[src/rtl/core/bwlp_pkg.sv]
// ---------------------------------------------------------------------------
// bwlp_pkg: shared definitions for the Butterworth lowpass IIR
// Default widths, register index codes, MAC step codes, history tap layout
// and the configuration write bundle.
// ---------------------------------------------------------------------------
package bwlp_pkg;

	// default parameter values
	localparam int DEF_CHANNELS       = 8;
	localparam int DEF_SAMPLE_BITS    = 24;
	localparam int DEF_COEF_FRAC_BITS = 28;

	// fixed field widths
	localparam int COEF_W     = 32;
	localparam int CH_W       = 3;
	localparam int CFG_IDX_W  = 3;

	// queue depth between front and back, and on the result side
	localparam int QUEUE_DEPTH = 2;

	// accumulator headroom above the sample width
	localparam int ACC_GUARD = 36;

	typedef logic [CFG_IDX_W-1:0] cfg_idx_t;
	typedef logic [2:0]           step_t;

	// configuration register indexes
	localparam cfg_idx_t REG_A0 = 3'd0;
	localparam cfg_idx_t REG_A1 = 3'd1;
	localparam cfg_idx_t REG_B1 = 3'd2;
	localparam cfg_idx_t REG_B2 = 3'd3;
	localparam cfg_idx_t REG_B3 = 3'd4;

	// multiply-accumulate steps, one product each
	localparam step_t STEP_A0   = 3'd0;
	localparam step_t STEP_A1   = 3'd1;
	localparam step_t STEP_B1   = 3'd2;
	localparam step_t STEP_B2   = 3'd3;
	localparam step_t STEP_B3   = 3'd4;
	localparam step_t STEP_LAST = STEP_B3;

	// history word layout: three input taps, three output taps
	localparam int HIST_TAPS = 6;
	localparam int TAP_X1 = 0;
	localparam int TAP_X2 = 1;
	localparam int TAP_X3 = 2;
	localparam int TAP_Y1 = 3;
	localparam int TAP_Y2 = 4;
	localparam int TAP_Y3 = 5;

	// one configuration write beat
	typedef struct packed {
		logic              we;
		cfg_idx_t          index;
		logic [COEF_W-1:0] data;
	} cfg_wr_t;

endpackage

[src/rtl/core/butterworth3_lowpass_iir.sv]
// ---------------------------------------------------------------------------
// butterworth3_lowpass_iir: multi-channel third-order lowpass, direct form I
// Symmetric-numerator IIR with per-channel history; Q4.28 coefficients.
// ---------------------------------------------------------------------------
// Usage:
//   Input queue: drive sample_in/channel_sel and raise push; the beat is taken
//   on a clock edge where full is low. Results come out as a queue: while
//   empty is low, sample_out/channel_out hold the oldest result, taken on an
//   edge with pop high. Results leave in input order, one per input beat.
//   Coefficients are written through cfg_we/cfg_index/cfg_data (index 0..4:
//   a0, a1, b1, b2, b3; other indexes ignored) while the filter is idle.
//   The engine handles one beat at a time: the history read, five products
//   through the single shared multiplier and its two-stage multiply pipeline,
//   then the round/write-back step. A beat for a channel at or above CHANNELS
//   skips the multiplier, gives zero and leaves history alone.
//   A two-entry command queue lets inputs be taken while the engine works;
//   a two-entry result queue lets the engine finish while pop is held low.
//   When both queues fill, full rises and stays high until pop resumes.
//   Reset clears coefficients to zero, empties both queues and marks every
//   channel's history as zero; no clearing pass is needed.
// ---------------------------------------------------------------------------
module butterworth3_lowpass_iir #(
	parameter int CHANNELS       = bwlp_pkg::DEF_CHANNELS,
	parameter int SAMPLE_BITS    = bwlp_pkg::DEF_SAMPLE_BITS,
	parameter int COEF_FRAC_BITS = bwlp_pkg::DEF_COEF_FRAC_BITS
) (
	input  logic                               clk,
	input  logic                               arst_n,
	input  logic                               cfg_we,
	input  logic [bwlp_pkg::CFG_IDX_W-1:0]     cfg_index,
	input  logic [bwlp_pkg::COEF_W-1:0]        cfg_data,
	input  logic                               push,
	output logic                               full,
	input  logic signed [SAMPLE_BITS-1:0]      sample_in,
	input  logic [bwlp_pkg::CH_W-1:0]          channel_sel,
	output logic                               empty,
	input  logic                               pop,
	output logic signed [SAMPLE_BITS-1:0]      sample_out,
	output logic [bwlp_pkg::CH_W-1:0]          channel_out
);

	localparam int CMD_W = SAMPLE_BITS + bwlp_pkg::CH_W + 1;
	localparam int RES_W = SAMPLE_BITS + bwlp_pkg::CH_W;

	bwlp_pkg::cfg_wr_t cfg;
	logic              cmd_empty;
	logic              cmd_pop;
	logic [CMD_W-1:0]  cmd_data;
	logic              res_full;
	logic              res_push;
	logic [RES_W-1:0]  res_data;
	logic [RES_W-1:0]  res_head;

	assign cfg.we    = cfg_we;
	assign cfg.index = cfg_index;
	assign cfg.data  = cfg_data;

	// accept and classify input beats
	bwlp_front #(
		.CHANNELS    (CHANNELS),
		.SAMPLE_BITS (SAMPLE_BITS)
	) u_front (
		.clk         (clk),
		.arst_n      (arst_n),
		.push        (push),
		.full        (full),
		.sample_in   (sample_in),
		.channel_sel (channel_sel),
		.cmd_pop     (cmd_pop),
		.cmd_empty   (cmd_empty),
		.cmd_data    (cmd_data)
	);

	// filter engine
	bwlp_back #(
		.CHANNELS       (CHANNELS),
		.SAMPLE_BITS    (SAMPLE_BITS),
		.COEF_FRAC_BITS (COEF_FRAC_BITS)
	) u_back (
		.clk       (clk),
		.arst_n    (arst_n),
		.cfg       (cfg),
		.cmd_empty (cmd_empty),
		.cmd_pop   (cmd_pop),
		.cmd_data  (cmd_data),
		.res_full  (res_full),
		.res_push  (res_push),
		.res_data  (res_data)
	);

	// result queue
	bwlp_fifo #(
		.WIDTH (RES_W),
		.DEPTH (bwlp_pkg::QUEUE_DEPTH)
	) u_res_q (
		.clk     (clk),
		.arst_n  (arst_n),
		.push    (res_push),
		.wr_data (res_data),
		.full    (res_full),
		.pop     (pop),
		.rd_data (res_head),
		.empty   (empty)
	);

	assign sample_out  = res_head[SAMPLE_BITS-1:0];
	assign channel_out = res_head[RES_W-1:SAMPLE_BITS];

`ifndef SYNTH
	// engine never retires into a full result queue
	a_res_no_overflow: assert property (@(posedge clk) disable iff (!arst_n)
		res_push |-> !res_full)
		else $error("result pushed while result queue full");

	// engine only takes a command that is present
	a_cmd_no_underflow: assert property (@(posedge clk) disable iff (!arst_n)
		cmd_pop |-> !cmd_empty)
		else $error("command popped from empty queue");

	// a channel outside the filter bank always reads back as zero
	a_bad_channel_zero: assert property (@(posedge clk) disable iff (!arst_n)
		(!empty && (32'(channel_out) >= CHANNELS)) |-> (sample_out == '0))
		else $error("nonzero result for nonexistent channel");

	// a command taken into the engine is not followed by another on the next edge
	a_min_busy: assert property (@(posedge clk) disable iff (!arst_n)
		cmd_pop |=> !cmd_pop)
		else $error("engine took two commands back to back");
`endif

endmodule

[src/rtl/core/bwlp_fifo.sv]
// ---------------------------------------------------------------------------
// bwlp_fifo: small register queue
// Push/pop queue with full and empty flags; head entry shown on rd_data.
// ---------------------------------------------------------------------------
module bwlp_fifo #(
	parameter int WIDTH = bwlp_pkg::DEF_SAMPLE_BITS,
	parameter int DEPTH = bwlp_pkg::QUEUE_DEPTH
) (
	input  logic             clk,
	input  logic             arst_n,
	input  logic             push,
	input  logic [WIDTH-1:0] wr_data,
	output logic             full,
	input  logic             pop,
	output logic [WIDTH-1:0] rd_data,
	output logic             empty
);

	localparam int PTR_W = (DEPTH > 1) ? $clog2(DEPTH) : 1;
	localparam logic [PTR_W-1:0] PTR_LAST = PTR_W'(DEPTH - 1);
	localparam logic [PTR_W:0]   CNT_FULL = (PTR_W + 1)'(DEPTH);

	logic [WIDTH-1:0] store_q [DEPTH];
	logic [PTR_W-1:0] wr_ptr_q;
	logic [PTR_W-1:0] rd_ptr_q;
	logic [PTR_W:0]   count_q;
	logic             do_push;
	logic             do_pop;

	assign full    = (count_q == CNT_FULL);
	assign empty   = (count_q == '0);
	assign do_push = push && !full;
	assign do_pop  = pop && !empty;
	assign rd_data = store_q[rd_ptr_q];

	// pointers and fill level
	always_ff @(posedge clk or negedge arst_n) begin
		if (!arst_n) begin
			wr_ptr_q <= '0;
			rd_ptr_q <= '0;
			count_q  <= '0;
		end else begin
			if (do_push) begin
				wr_ptr_q <= (wr_ptr_q == PTR_LAST) ? '0 : wr_ptr_q + 1'b1;
			end
			if (do_pop) begin
				rd_ptr_q <= (rd_ptr_q == PTR_LAST) ? '0 : rd_ptr_q + 1'b1;
			end
			if (do_push && !do_pop) begin
				count_q <= count_q + 1'b1;
			end else if (do_pop && !do_push) begin
				count_q <= count_q - 1'b1;
			end
		end
	end

	// entry storage
	always_ff @(posedge clk) begin
		if (do_push) begin
			store_q[wr_ptr_q] <= wr_data;
		end
	end

endmodule

[src/rtl/core/bwlp_front.sv]
// ---------------------------------------------------------------------------
// bwlp_front: input side of the lowpass filter
// Takes sample beats, tags each with whether its channel exists, and queues
// them as commands for the back end.
// ---------------------------------------------------------------------------
module bwlp_front #(
	parameter int CHANNELS    = bwlp_pkg::DEF_CHANNELS,
	parameter int SAMPLE_BITS = bwlp_pkg::DEF_SAMPLE_BITS
) (
	input  logic                          clk,
	input  logic                          arst_n,
	input  logic                          push,
	output logic                          full,
	input  logic signed [SAMPLE_BITS-1:0] sample_in,
	input  logic [bwlp_pkg::CH_W-1:0]     channel_sel,
	input  logic                          cmd_pop,
	output logic                          cmd_empty,
	output logic [SAMPLE_BITS+bwlp_pkg::CH_W:0] cmd_data
);

	localparam int CMD_W = SAMPLE_BITS + bwlp_pkg::CH_W + 1;

	logic             ch_ok;
	logic [CMD_W-1:0] cmd_in;

	// channels beyond the configured count bypass the filter and give zero
	assign ch_ok  = (32'(channel_sel) < CHANNELS);
	assign cmd_in = {ch_ok, channel_sel, sample_in};

	bwlp_fifo #(
		.WIDTH (CMD_W),
		.DEPTH (bwlp_pkg::QUEUE_DEPTH)
	) u_cmd_q (
		.clk     (clk),
		.arst_n  (arst_n),
		.push    (push),
		.wr_data (cmd_in),
		.full    (full),
		.pop     (cmd_pop),
		.rd_data (cmd_data),
		.empty   (cmd_empty)
	);

endmodule

[src/rtl/core/bwlp_back.sv]
// ---------------------------------------------------------------------------
// bwlp_back: filter engine
// Holds the coefficients and per-channel history, runs the five products
// through one shared multiplier, rounds and saturates, updates history.
// ---------------------------------------------------------------------------
module bwlp_back #(
	parameter int CHANNELS       = bwlp_pkg::DEF_CHANNELS,
	parameter int SAMPLE_BITS    = bwlp_pkg::DEF_SAMPLE_BITS,
	parameter int COEF_FRAC_BITS = bwlp_pkg::DEF_COEF_FRAC_BITS
) (
	input  logic                                clk,
	input  logic                                arst_n,
	input  bwlp_pkg::cfg_wr_t                   cfg,
	input  logic                                cmd_empty,
	output logic                                cmd_pop,
	input  logic [SAMPLE_BITS+bwlp_pkg::CH_W:0] cmd_data,
	input  logic                                res_full,
	output logic                                res_push,
	output logic [SAMPLE_BITS+bwlp_pkg::CH_W-1:0] res_data
);

	localparam int CH_IDX_W = (CHANNELS > 1) ? $clog2(CHANNELS) : 1;
	localparam int OPND_W   = SAMPLE_BITS + 1;
	localparam int PROD_W   = OPND_W + bwlp_pkg::COEF_W;
	localparam int ACC_W    = SAMPLE_BITS + bwlp_pkg::ACC_GUARD;
	localparam int CW       = bwlp_pkg::COEF_W;
	localparam int CHW      = bwlp_pkg::CH_W;

	localparam logic signed [ACC_W-1:0] HALF_LSB = ACC_W'(1) <<< (COEF_FRAC_BITS - 1);
	localparam logic signed [ACC_W-1:0] Y_MAX =
		ACC_W'((64'sd1 <<< (SAMPLE_BITS - 1)) - 64'sd1);
	localparam logic signed [ACC_W-1:0] Y_MIN = ~Y_MAX;

	// sequencer states
	localparam logic [1:0] ST_IDLE  = 2'd0;
	localparam logic [1:0] ST_MAC   = 2'd1;
	localparam logic [1:0] ST_DRAIN = 2'd2;
	localparam logic [1:0] ST_FIN   = 2'd3;

	typedef logic [bwlp_pkg::HIST_TAPS-1:0][SAMPLE_BITS-1:0] hist_t;

	// coefficient registers
	logic signed [CW-1:0] coef_a0_q, coef_a1_q, coef_b1_q, coef_b2_q, coef_b3_q;

	// history store with one valid bit per channel
	hist_t               hist_mem [CHANNELS];
	logic [CHANNELS-1:0] valid_q;
	hist_t               hist_rd_q;
	logic                vld_rd_q;
	hist_t               hist_cur;
	hist_t               hist_new;
	logic                hist_we;

	// command fields
	logic signed [SAMPLE_BITS-1:0] cmd_sample;
	logic [CHW-1:0]                cmd_ch;
	logic                          cmd_ok;
	logic [CH_IDX_W-1:0]           cmd_addr;

	// per-item registers
	logic [1:0]                    state_q;
	bwlp_pkg::step_t               step_q;
	logic signed [SAMPLE_BITS-1:0] x_q;
	logic [CHW-1:0]                ch_q;
	logic                          ok_q;
	logic [CH_IDX_W-1:0]           addr_q;
	logic signed [ACC_W-1:0]       acc_q;

	// multiplier pipeline
	logic                     v_s1, v_s2;
	logic signed [OPND_W-1:0] opnd_s1;
	logic signed [CW-1:0]     coef_s1;
	logic                     neg_s1, neg_s2;
	logic signed [PROD_W-1:0] prod_s2;

	logic signed [OPND_W-1:0] opnd;
	logic signed [CW-1:0]     coef_sel;
	logic                     neg;

	// rounding
	logic signed [ACC_W-1:0]       acc_rnd;
	logic signed [ACC_W-1:0]       acc_shf;
	logic signed [SAMPLE_BITS-1:0] y_sat;
	logic signed [SAMPLE_BITS-1:0] y_out;

	assign cmd_sample = cmd_data[SAMPLE_BITS-1:0];
	assign cmd_ch     = cmd_data[SAMPLE_BITS+CHW-1:SAMPLE_BITS];
	assign cmd_ok     = cmd_data[SAMPLE_BITS+CHW];
	assign cmd_addr   = CH_IDX_W'(cmd_ch);

	assign cmd_pop  = (state_q == ST_IDLE) && !cmd_empty;
	assign res_push = (state_q == ST_FIN) && !res_full;
	assign hist_we  = res_push && ok_q;

	// coefficient writes; unknown indexes are dropped
	always_ff @(posedge clk or negedge arst_n) begin
		if (!arst_n) begin
			coef_a0_q <= '0;
			coef_a1_q <= '0;
			coef_b1_q <= '0;
			coef_b2_q <= '0;
			coef_b3_q <= '0;
		end else if (cfg.we) begin
			case (cfg.index)
				bwlp_pkg::REG_A0: coef_a0_q <= cfg.data;
				bwlp_pkg::REG_A1: coef_a1_q <= cfg.data;
				bwlp_pkg::REG_B1: coef_b1_q <= cfg.data;
				bwlp_pkg::REG_B2: coef_b2_q <= cfg.data;
				bwlp_pkg::REG_B3: coef_b3_q <= cfg.data;
				default: ;
			endcase
		end
	end

	// history memory: read when a command is taken, written when it retires
	always_ff @(posedge clk) begin
		if (hist_we) begin
			hist_mem[addr_q] <= hist_new;
		end
		if (cmd_pop) begin
			hist_rd_q <= hist_mem[cmd_addr];
		end
	end

	// valid bits stand in for clearing the history at reset
	always_ff @(posedge clk or negedge arst_n) begin
		if (!arst_n) begin
			valid_q  <= '0;
			vld_rd_q <= 1'b0;
		end else begin
			if (hist_we) begin
				valid_q[addr_q] <= 1'b1;
			end
			if (cmd_pop) begin
				vld_rd_q <= valid_q[cmd_addr];
			end
		end
	end

	assign hist_cur = vld_rd_q ? hist_rd_q : '0;

	// sequencer
	always_ff @(posedge clk or negedge arst_n) begin
		if (!arst_n) begin
			state_q <= ST_IDLE;
			step_q  <= bwlp_pkg::STEP_A0;
			v_s1    <= 1'b0;
			v_s2    <= 1'b0;
		end else begin
			v_s1 <= (state_q == ST_MAC);
			v_s2 <= v_s1;
			case (state_q)
				ST_IDLE: begin
					step_q <= bwlp_pkg::STEP_A0;
					if (!cmd_empty) begin
						state_q <= cmd_ok ? ST_MAC : ST_FIN;
					end
				end
				ST_MAC: begin
					if (step_q == bwlp_pkg::STEP_LAST) begin
						state_q <= ST_DRAIN;
					end else begin
						step_q <= step_q + 1'b1;
					end
				end
				ST_DRAIN: begin
					// last product is being summed this cycle
					if (v_s2 && !v_s1) begin
						state_q <= ST_FIN;
					end
				end
				ST_FIN: begin
					if (!res_full) begin
						state_q <= ST_IDLE;
					end
				end
				default: state_q <= ST_IDLE;
			endcase
		end
	end

	// operand and coefficient for the current step
	always_comb begin
		opnd     = '0;
		coef_sel = '0;
		neg      = 1'b0;
		case (step_q)
			bwlp_pkg::STEP_A0: begin
				opnd     = OPND_W'(x_q) + OPND_W'($signed(hist_cur[bwlp_pkg::TAP_X3]));
				coef_sel = coef_a0_q;
			end
			bwlp_pkg::STEP_A1: begin
				opnd     = OPND_W'($signed(hist_cur[bwlp_pkg::TAP_X1]))
					+ OPND_W'($signed(hist_cur[bwlp_pkg::TAP_X2]));
				coef_sel = coef_a1_q;
			end
			bwlp_pkg::STEP_B1: begin
				opnd     = OPND_W'($signed(hist_cur[bwlp_pkg::TAP_Y1]));
				coef_sel = coef_b1_q;
				neg      = 1'b1;
			end
			bwlp_pkg::STEP_B2: begin
				opnd     = OPND_W'($signed(hist_cur[bwlp_pkg::TAP_Y2]));
				coef_sel = coef_b2_q;
				neg      = 1'b1;
			end
			bwlp_pkg::STEP_B3: begin
				opnd     = OPND_W'($signed(hist_cur[bwlp_pkg::TAP_Y3]));
				coef_sel = coef_b3_q;
				neg      = 1'b1;
			end
			default: ;
		endcase
	end

	// operand register, multiply, accumulate
	always_ff @(posedge clk) begin
		opnd_s1 <= opnd;
		coef_s1 <= coef_sel;
		neg_s1  <= neg;
		prod_s2 <= PROD_W'(opnd_s1) * PROD_W'(coef_s1);
		neg_s2  <= neg_s1;
		if (cmd_pop) begin
			x_q    <= cmd_sample;
			ch_q   <= cmd_ch;
			ok_q   <= cmd_ok;
			addr_q <= cmd_addr;
			acc_q  <= '0;
		end else if (v_s2) begin
			if (neg_s2) begin
				acc_q <= acc_q - ACC_W'(prod_s2);
			end else begin
				acc_q <= acc_q + ACC_W'(prod_s2);
			end
		end
	end

	// round half up, drop fraction bits, clamp to sample range
	assign acc_rnd = acc_q + HALF_LSB;
	assign acc_shf = acc_rnd >>> COEF_FRAC_BITS;

	always_comb begin
		if (acc_shf > Y_MAX) begin
			y_sat = Y_MAX[SAMPLE_BITS-1:0];
		end else if (acc_shf < Y_MIN) begin
			y_sat = Y_MIN[SAMPLE_BITS-1:0];
		end else begin
			y_sat = acc_shf[SAMPLE_BITS-1:0];
		end
	end

	assign y_out = ok_q ? y_sat : '0;

	// shifted history for write-back
	always_comb begin
		hist_new                     = hist_cur;
		hist_new[bwlp_pkg::TAP_X1]   = x_q;
		hist_new[bwlp_pkg::TAP_X2]   = hist_cur[bwlp_pkg::TAP_X1];
		hist_new[bwlp_pkg::TAP_X3]   = hist_cur[bwlp_pkg::TAP_X2];
		hist_new[bwlp_pkg::TAP_Y1]   = y_sat;
		hist_new[bwlp_pkg::TAP_Y2]   = hist_cur[bwlp_pkg::TAP_Y1];
		hist_new[bwlp_pkg::TAP_Y3]   = hist_cur[bwlp_pkg::TAP_Y2];
	end

	assign res_data = {ch_q, y_out};

endmodule

[config.mk]
export PLATFORM = sky130hd
export DESIGN_NAME = butterworth3_lowpass_iir
export DESIGN_NICKNAME = d
export VERILOG_FILES = /design/src/rtl/core/bwlp_pkg.sv /design/src/rtl/core/butterworth3_lowpass_iir.sv /design/src/rtl/core/bwlp_fifo.sv /design/src/rtl/core/bwlp_front.sv /design/src/rtl/core/bwlp_back.sv
export SDC_FILE = /design/constraint.sdc
export NUM_CORES = 2
export LEC_CHECK = 0
export BUFFER_PORTS_ARGS = -buffer_cell sky130_fd_sc_hd__buf_2
export CAP_MARGIN = 20
export CORE_MARGIN = 1.5
export CORE_UTILIZATION = 40
export CTS_BUF_LIST = sky130_fd_sc_hd__clkbuf_8 sky130_fd_sc_hd__clkbuf_16
export DETAILED_ROUTE_END_ITERATION = 6
export HOLD_SLACK_MARGIN = 0.05
export PLACE_DENSITY_LB_ADDON = 0.25
export SETUP_SLACK_MARGIN = 0.4
export SLEW_MARGIN = 30
export SYNTH_ARGS = -nofsm -noshare
export SYNTH_HDL_FRONTEND = slang
export SYNTH_SLANG_ARGS = --single-unit
export TNS_END_PERCENT = 50
[constraint.sdc]
create_clock -name clk -period 17.8 [get_ports clk]
set_input_delay 2.67 -clock clk [delete_from_list [all_inputs] [get_ports clk]]
set_output_delay 2.67 -clock clk [all_outputs]
set_load 0.05 [all_outputs]
==> reports/metrics.yaml <==
status:
  status: "completed"
synth:
  synth_top_flop_cell: "edfxtp_1"
  syn_inst: 9229
  yosys_warnings: 0
  synthesis.nets: 10400
  synth_cell_types: 88
  ys_ff_latch: 1791
  yosys.area.top_type: "edfxtp_1"
  synthTopCellsByArea: "edfxtp_1 (42%), fa_1 (16%), nand2_1 (6.7%)"
  synth_top_area_share_pct: 41.6
  syn_area_um2: 103000
  synth_seq_area_share_pct: 49.5
  synth_edf_count: 1431
  async_flop_share_pct: 10.3
  syn_avg_cell_area_um2: 11.2
routing:
  via_per_inst: 5.35
  vias: 68100
  ant_nets: 0
  drt_wl_total_mm: 270
  drt-pass1-iter-count: 6
  drc: 0
  drt_iter0_drc: 5360
  detail_route.wl_per_cell_um: 21.2
timing:
  fin_crit_sh_pct: 44.1
  maxSlewHeadroom_pct: 28.1
  setup_tns_ps: 0
  fin_crit_ps: 7850
  max_clock_freq_mhz: 127
  timing_hold_violations_final: 0
  rsz0062_at_grt: "false"
  tightest_slew_ps: 1080
  setup_viol: 0
  fin_skew_ps: 59.2
  drv_slew: 0
placed_design:
  gp_congestion: 0.878
  dpl.hpwl_mm: 169
  io_buffers: 95
  placedCellCount: 12400
floorplan:
  die_area_um2: 261000
  die_w_um: 511
  core_um2: 257000
  initial_core_util_pct: 40.2
  rows: 186
  die_height_um: 511
  io_pins: 96
clock_network:
  cts-root-buf: "clkbuf_16"
  cts.sinks: 1791
  post_cts_resized: 0
  post_cts_buffers: 0
  cts_tree: "built"
  numCtsBuffers: 187
  postCtsHoldBufs: 0
  htreeDepth: 4
  clk_latency_ps: 870
  path_clk_slew_ps: 60
  clockBufferDepth: 3
cells_and_area:
  areaGrowthSynthToFinish_pct: 10.3
  final_core_util_pct: 44.4
  fillerInstances: 23700
  drive_above_1_share_pct: 8.70
  nets: 10300
  fin_cells: 12700
global_route:
  grt_pass1_vias: 69500
  grt_first_pass_wirelength_mm: 417
  antenna_found_initial: 10
  grt_usage_pct: 20.5
  grt_max_degree: 179
  grt_overflow: 0
worst_setup_path:
  start_kind: "register"
  setup.worst_path.class: "register to register"
  max_stage_delay_ps: 640
  endpoint_kind: "register"
  path_cells: "buf_4 -> nand2_1 -> fa_1 -> inv_1 -> fa_1 -> inv_1 -> fa_1 -> fa_1 -> inv_1 -> fa_1 -> fa_1 -> inv_1 -> fa_1 -> inv_1 -> ha_1 -> nand4_1 -> nor4_1 -> o2111ai_1 -> a211oi_1 -> nor4_1 -> o31ai_1 -> o311ai_0"
  cp_slowest_cell: "nor4_1"
  worstPathMaxFanout: 31
  crit_required_ps: 18460
  arrival_ps: 8510
  cp_common_cell: "fa_1"
worst_hold_path:
  hold_class: "register to register"
job:
  maxCapViolCount: 0
cell usage after synthesis (all sizes together) (15+ instances only):
master and count:
buf 36, nor2 206, nand3 794, and3 43, o21bai 28, o21a 15, nor2b 21, a21oi 197
a31oi 23, nand2 1849, edfxtp 1431, a21o 95, nor3 36, a211oi 30, a222oi 22, fa 822
dfrtp 184, dfxtp 176, or3 23, nand2b 32, o211ai 18, ha 275, xor2 78, mux2 213
xnor2 155, o21ai 289, a22oi 65, inv 846, nand4 27, clkbuf 450, mux2i 43, nor4 19
and2 526
registers in the layout (all words and copies together), names as in the netlist, 2 cells and up:
signal,cells
u_front.u_cmd_q.store_q,54
u_back.step_q,3
u_back.ch_q,3
u_res_q.store_q,54
u_front.u_cmd_q.count_q,2
u_res_q.count_q,2
u_back.acc_q,60
u_back.coef_b1_q,32
u_back.opnd_s1,25
u_back.coef_b2_q,32
u_back.x_q,24
u_back.state_q,2
u_back.coef_b3_q,32
u_back.hist_rd_q,144
u_back.coef_a0_q,32
u_back.hist_mem,1152
u_back.valid_q,8
u_back.coef_a1_q,32
u_back.prod_s2,57
u_back.coef_s1,32
layer usage:
| layer | global-route usage [%] | wire length, um |
|---|---|---|
| met5 | 0 | 13 |
| met4 | 5.60 | 6540 |
| met3 | 2.48 | 14200 |
| met2 | 34.6 | 132000 |
| met1 | 27.9 | 117000 |
worst max-delay path, delay by kind of cell (launching register included):
| family | cells | cell delay [ps] |
|---|---|---|
| adder cells (fa/ha/maj) | 8 | 3840 |
| AND/OR/NAND/NOR | 4 | 1210 |
| flip-flops | 1 | 410 |
| buffers and inverters | 6 | 700 |
| AO/OA/AOI/OAI | 4 | 1450 |
cell families (layout without fill, tap and decap cells):
logic type                 count (synthesis)  after routing  synth area share [%]
muxes                                    256            256                  2.74
and+or+nand+nor                         3620           3620                  16.1
buffers and inverters                   1335           1435                  4.87
xor gates and xnor gates                 233            233                  1.98
AOI/OAI and AO/OA                        897            897                  5.57
adders and majority gates               1097           1097                  19.3
other                                      0              3                     0
DFF                                     1791           1791                  49.5
worst paths after layout:
| path | end | slack [ps] | cells after the start | start |
|---|---|---|---|---|
| max in group asynchronous | u_back.vld_rd_q | 14730 | 2 | arst_n |
| worst max-delay path | u_back.prod_s2[46] | 9950 | 22 | u_back.opnd_s1[5] |
| worst max register to register | u_back.prod_s2[46] | 9950 | 22 | u_back.opnd_s1[5] |
| worst min-delay path | u_back.v_s2 | 370 | 0 | u_back.v_s1 |
| min in group asynchronous | u_back.coef_b3_q[8] | 1820 | 1 | arst_n |
| worst min register to register | u_back.v_s2 | 370 | 0 | u_back.v_s1 |
layout by cell type, fill, tap and decap left out, drive strengths merged, types with 15 or more instances in the layout:
| cell | netlist | final |
|---|---|---|
| bufinv | 0 | 22 |
| nor4 | 19 | 19 |
| a21o | 95 | 95 |
| nand3 | 794 | 794 |
| nor2 | 206 | 206 |
| a22oi | 65 | 65 |
| nor3 | 36 | 36 |
| and2 | 526 | 526 |
| and3 | 43 | 43 |
| xnor2 | 155 | 155 |
| a31oi | 23 | 23 |
| o21a | 15 | 15 |
| clkbuf | 450 | 200 |
| xor2 | 78 | 78 |
| nor2b | 21 | 21 |
| dfrtp | 184 | 184 |
| clkinv | 3 | 66 |
| a222oi | 22 | 22 |
| buf | 36 | 239 |
| inv | 846 | 902 |
| a21oi | 197 | 197 |
| ha | 275 | 275 |
| o21bai | 28 | 28 |
| fa | 822 | 822 |
| a211oi | 30 | 30 |
| edfxtp | 1431 | 1431 |
| mux2i | 43 | 43 |
| dfxtp | 176 | 176 |
| o21ai | 289 | 289 |
| o211ai | 18 | 18 |
| nand2 | 1849 | 1849 |
| nand2b | 32 | 32 |
| nand4 | 27 | 27 |
| or3 | 23 | 23 |
| mux2 | 213 | 213 |
metrics by stage:
step | setup slack (ps) | hold WS, ps | cell area, um^2
after floorplan | 2210 | 310 | 103000
after global placement | 9730 | 364 | 107000
after detailed placement | 10000 | 359 | 107000
after CTS | 10000 | 365 | 114000
after global routing | 9510 | 372 | 114000
final | 9950 | 366 | 114000
area by class of cell:
cell class	instances	area [um^2]	area share (%)
clock inverters	147	1480	1.30
repair buffers	240	1730	1.51
clock buffers	199	4860	4.26
inverters	849	3210	2.82
diodes	3	7.51	0.00659
multi-input cells	6103	47300	41.5
well taps	3384	4230	3.72
flip-flops and latches	1791	51100	44.9
Power is left out: the tool's default activity adds up to more than one toggle a clock period on the data nets, which glitch-free logic cannot reach.
